[src/rtl/gbns_pkg.sv]
`timescale 1ns / 1ps
package gbns_pkg;

  // Command opcodes
  localparam logic OP_WRITE = 1'b0;
  localparam logic OP_QUERY = 1'b1;

  // Result status codes
  localparam logic [1:0] ST_PATH     = 2'd0;
  localparam logic [1:0] ST_ADJACENT = 2'd1;
  localparam logic [1:0] ST_NO_FREE  = 2'd2;
  localparam logic [1:0] ST_UNREACH  = 2'd3;

  // Probe directions: x-1, x+1, y+1, y-1
  localparam logic [1:0] DIR_XM = 2'd0;
  localparam logic [1:0] DIR_XP = 2'd1;
  localparam logic [1:0] DIR_YP = 2'd2;
  localparam logic [1:0] DIR_YM = 2'd3;

  typedef struct packed {
    logic       op;
    logic [4:0] cell_x;
    logic [4:0] cell_y;
    logic       cell_blocked;
    logic [4:0] start_x;
    logic [4:0] start_y;
    logic [4:0] target_x;
    logic [4:0] target_y;
  } in_t;

  typedef struct packed {
    logic [4:0] next_x;
    logic [4:0] next_y;
    logic [1:0] status;
  } out_t;

  // Write controls for the cell memories
  typedef struct packed {
    logic       occ_we;
    logic       occ_wd;
    logic       vis_we;
    logic       vis_wd;
    logic       par_we;
    logic [1:0] par_wd;
  } cell_ctl_t;

  typedef enum logic [3:0] {
    S_INIT, S_IDLE, S_CLEAR, S_SEED, S_POP, S_CUR, S_PROBE_RD, S_PROBE_CHK,
    S_TRACE_RD, S_TRACE_CHK, S_FB_RD, S_FB_CHK, S_FINAL
  } state_t;

  // Fallback order: +x, +y, -x, -y
  function automatic logic [1:0] fb_dir(input logic [1:0] i);
    logic [1:0] d;
    unique case (i)
      2'd0: d = DIR_XP;
      2'd1: d = DIR_YP;
      2'd2: d = DIR_XM;
      default: d = DIR_YM;
    endcase
    return d;
  endfunction

endpackage

[src/rtl/gbns_cellmem.sv]
`timescale 1ns / 1ps
module gbns_cellmem #(
  parameter int GRID_DIM = 32
) (
  input  logic                                  clk,
  input  logic [$clog2(GRID_DIM*GRID_DIM)-1:0]  addr,
  input  gbns_pkg::cell_ctl_t                   ctl,
  output logic                                  occ_q,
  output logic                                  vis_q,
  output logic [1:0]                            par_q
);
  localparam int N = GRID_DIM * GRID_DIM;

  logic       occ_mem [N];
  logic       vis_mem [N];
  logic [1:0] par_mem [N];

  // Occupancy: read-before-write, one port
  always_ff @(posedge clk) begin
    if (ctl.occ_we) begin
      occ_mem[addr] <= ctl.occ_wd;
    end
    occ_q <= occ_mem[addr];
  end

  // Visited marks
  always_ff @(posedge clk) begin
    if (ctl.vis_we) begin
      vis_mem[addr] <= ctl.vis_wd;
    end
    vis_q <= vis_mem[addr];
  end

  // Parent directions
  always_ff @(posedge clk) begin
    if (ctl.par_we) begin
      par_mem[addr] <= ctl.par_wd;
    end
    par_q <= par_mem[addr];
  end

endmodule

[config.mk]
export PLATFORM = sky130hd
export DESIGN_NAME = gbns_cellmem
export DESIGN_NICKNAME = d
export VERILOG_FILES = /design/src/rtl/gbns_pkg.sv /design/src/rtl/gbns_cellmem.sv
export SDC_FILE = /design/constraint.sdc
export NUM_CORES = 2
export LEC_CHECK = 0
export ABC_CLOCK_PERIOD_IN_PS = 3300
export BUFFER_PORTS_ARGS = -buffer_cell sky130_fd_sc_hd__buf_2
export CELL_PAD_IN_SITES_DETAIL_PLACEMENT = 0
export CELL_PAD_IN_SITES_GLOBAL_PLACEMENT = 2
export CORE_MARGIN = 2
export CORE_UTILIZATION = 47
export DETAILED_ROUTE_END_ITERATION = 8
export PLACE_DENSITY = 0.91
export SLEW_MARGIN = 20
export SYNTH_ARGS = -nofsm -noshare
export SYNTH_HDL_FRONTEND = slang
export SYNTH_SLANG_ARGS = --single-unit
[constraint.sdc]
create_clock -name clk -period 3.3 [get_ports clk]
set_clock_uncertainty 0.05 [all_clocks]
set_input_delay 0.165 -clock clk [delete_from_list [all_inputs] [get_ports clk]]
set_output_delay 0.165 -clock clk [all_outputs]
set_load 0.05 [all_outputs]
==> summary.md <==
| Metric | Value |
|---|---|
| Async S/R FF share, synth | `0%` |
| Top cell type's share of synthesized area | `71.9%` |
| CP Data Arrival Time | `3960 ps` |
| Synth cell types | `75` |
| Final wirelength | `530000 um` |
| GR Overflow Total | `0` |
| Max Slew Vio Count | `0` |
| Worst setup path class | `reg2reg` |
| DR vias/cell | `6.34` |
| Startpoint types | `flip-flop` |
| Starting density of the core | `47.2%` |
| Maximum VDD drop | `0.456 mV` |
| Top-count cell post-synth | `edfxtp_1` |
| CTS tree | `yes` |
| Slowest CP cell | `a2111oi_2` |
| Fin crit period | `3160 ps` |
| Setup-failing EPs final | `0` |
| Iter 0 DRT Violations | `17.9k` |
| Routability Congestion | `0.878` |
| Clock latency at the later pin of the worst-skew pair | `1010 ps` |
| Synth area leaders | `edfxtp_1, nor2_1, mux4_2, mux2i_1, o22ai_1` |
| Slew margin rel. | `15.7%` |
| CP cell instances | `mux4_2 -> a22o_1 -> a221oi_1 -> buf_4 -> o221ai_1 -> a32o_1 -> a2111oi_2 -> nand4_1` |
| Core region area | `362000 um^2` |
| Initial antenna violation count | `31` |
| Hold_ws | `90.0 ps` |
| Number of core rows | `221` |
| DRC | `0` |
| Fmax | `0.317 GHz` |
| Nets@finish | `11.5k` |
| FILL cells | `28.5k` |
| Max cap viols | `0` |
| Clock-pin slew on the worst setup and hold paths | `60 ps` |
| Post-synth top cells | `edfxtp_1, nor2_1, mux2i_1` |
| Post-Syn Nets | `11.4k` |
| Die Wd | `607 um` |
| Top Ports | `22` |
| Synth Register Bits | `4100` |
| CTS buffer count | `410` |
| Die outline height | `607 um` |
| DRT antenna net count | `0` |
| Layout Cells excl Fill | `16.7k` |
| Top FF cell, synth | `edfxtp_1` |
| Total setup buffers inserted after CTS | `0` |
| Outcome | `finished, final reports clean` |
| Setup WS pre-CTS | `-273 ps` |
| Synthesized area | `171000 um^2` |
| Post-synthesis sequential area ratio | `71.9%` |
| Final core utilization | `53.7%` |
| CP Capture Type | `flip-flop` |
| Vias | `106k` |
| First-pass GRT wire length | `741000 um` |
| Final hold viol count | `0` |
| Vias in the first global route | `103k` |
| Tcrit/Tclk final | `95.6%` |
| Leak pwr | `61.9 nW` |
| Total track usage | `28.0%` |
| RSZ-0062 raised after global routing | `false` |
| Placed insts | `15.9k` |
| DRT Pass-1 Iters | `6` |
| Final HPWL DP | `300000 um` |
| Setup ws final | `144 ps` |
| Mapped Cells | `11.4k` |
| Share of cells above drive strength 1 | `16.9%` |
| Largest area contributor in the netlist | `edfxtp_1` |
| Post-synth EDFFs | `4096` |
| WL/cell | `31.8 um` |
| Critical path peak fanout | `1` |
| Die area | `369000 um^2` |
| Largest net degree at the start of global routing | `154` |
| Worst Hold Class | `in2reg` |
| Setup TNS | `0 ps` |
| H-Tree Depth | `5` |
| Clock root buffer | `clkbuf_16` |
| Pwr dens | `565 nW/um^2` |
| Clk buf depth | `4` |
| Synth-to-layout area growth | `13.8%` |
| Least-Margin Pin Slew | `1260 ps` |
| Clk sinks | `4100` |
| Ys Warns | `0` |
| Mean area per synthesized cell | `15.0 um^2` |
| Delay of the slowest critical-path stage | `570 ps` |
| # port buffers | `21` |
| WP data required | `4110 ps` |
[cell families after synthesis]
family	synth area share (%)
simple gates	8.58
mux	13.4
compound gates	3.31
buf+inv	2.78
flops	71.9
[report_power, final]
| part | internal, mW | switching [mW] |
|---|---|---|
| sequential | 57.3 | 0.0365 |
| combinational | 1.91 | 3.82 |
| clock | 27.0 | 20.0 |
| total | 86.2 | 23.9 |
[per-layer routing]
metal  global-route usage, %  vias up  wire (um)
met1                    36.6    54207     187000
met3                    5.97     1417      64900
met4                    13.6       18      29300
met5                       0        -        109
met2                    44.8     7110     248000
li1                        -    42860          -
[worst max-delay path, delay by kind of cell, from the launching register on]
family / cells / cell delay [ps]
compound gates: 5 / 1810
buf+inv: 1 / 200
flops: 1 / 360
mux: 1 / 480
simple gates: 1 / 140
[state kept, by name (all words and copies together), names as in the netlist]
name,cells
vis_mem,1024
vis_q,1
par_q,2
occ_mem,1024
par_mem,2048
occ_q,1
[metrics by stage]
stage	instance area [um^2]	power, mW
6_report	195000	110
5_1_grt	195000	113
4_1_cts	195000	110
3_5_place_dp	181000	64.1
3_3_place_gp	181000	64.0
2_1_floorplan	171000	61.2
[worst paths after layout]
| path | from | end | slack (ps) | cells after the start |
|---|---|---|---|---|
| setup / recovery | par_mem[395][0] | par_q[0] | 140 | 8 |
| hold / removal | ctl[2] | par_mem[486][0] | 90 | 3 |
| setup reg to reg | par_mem[395][0] | par_q[0] | 140 | 8 |
| hold reg to reg | occ_mem[425] | occ_q | 890 | 5 |
[layout make-up]
class	instances	area [um^2]	share of cell area, %
flip-flops and latches	4100	123000	63.2
multi-input cells	6249	43900	22.5
clock buffers	508	10800	5.56
repair buffers	732	8100	4.16
well taps	4794	6000	3.08
clock inverters	249	2630	1.35
diodes	26	65.1	0.0334
inverters	12	50.0	0.0257
[cell usage in the layout (no fill, tap or decap), types with 14 or more instances in the layout]
master	instances
a31oi_1	17
buf_4	503
nand2_4	30
nand3_1	58
o22ai_1	423
o211ai_1	20
nand2_2	97
nand4_1	20
nand2_1	153
mux2i_1	1130
clkbuf_1	89
clkbuf_16	419
a21oi_1	51
nor2_1	3182
bufinv_16	47
buf_12	206
a22oi_1	42
mux4_2	508
clkinv_1	92
nor3_1	44
edfxtp_1	4096
o22a_1	14
o2111ai_1	30
o21ai_0	138
diode_2	26
clkinv_2	73
a211oi_1	36
o221ai_1	24
nor4_1	74
[what timing repair did]
action | 4_1_cts | 5_1_grt
endpoints found under the hold margin | 1670 | 0
hold buffers | 5 | 0
gates resized for setup | 0 | 0
(Power assumes the default switching activity.)
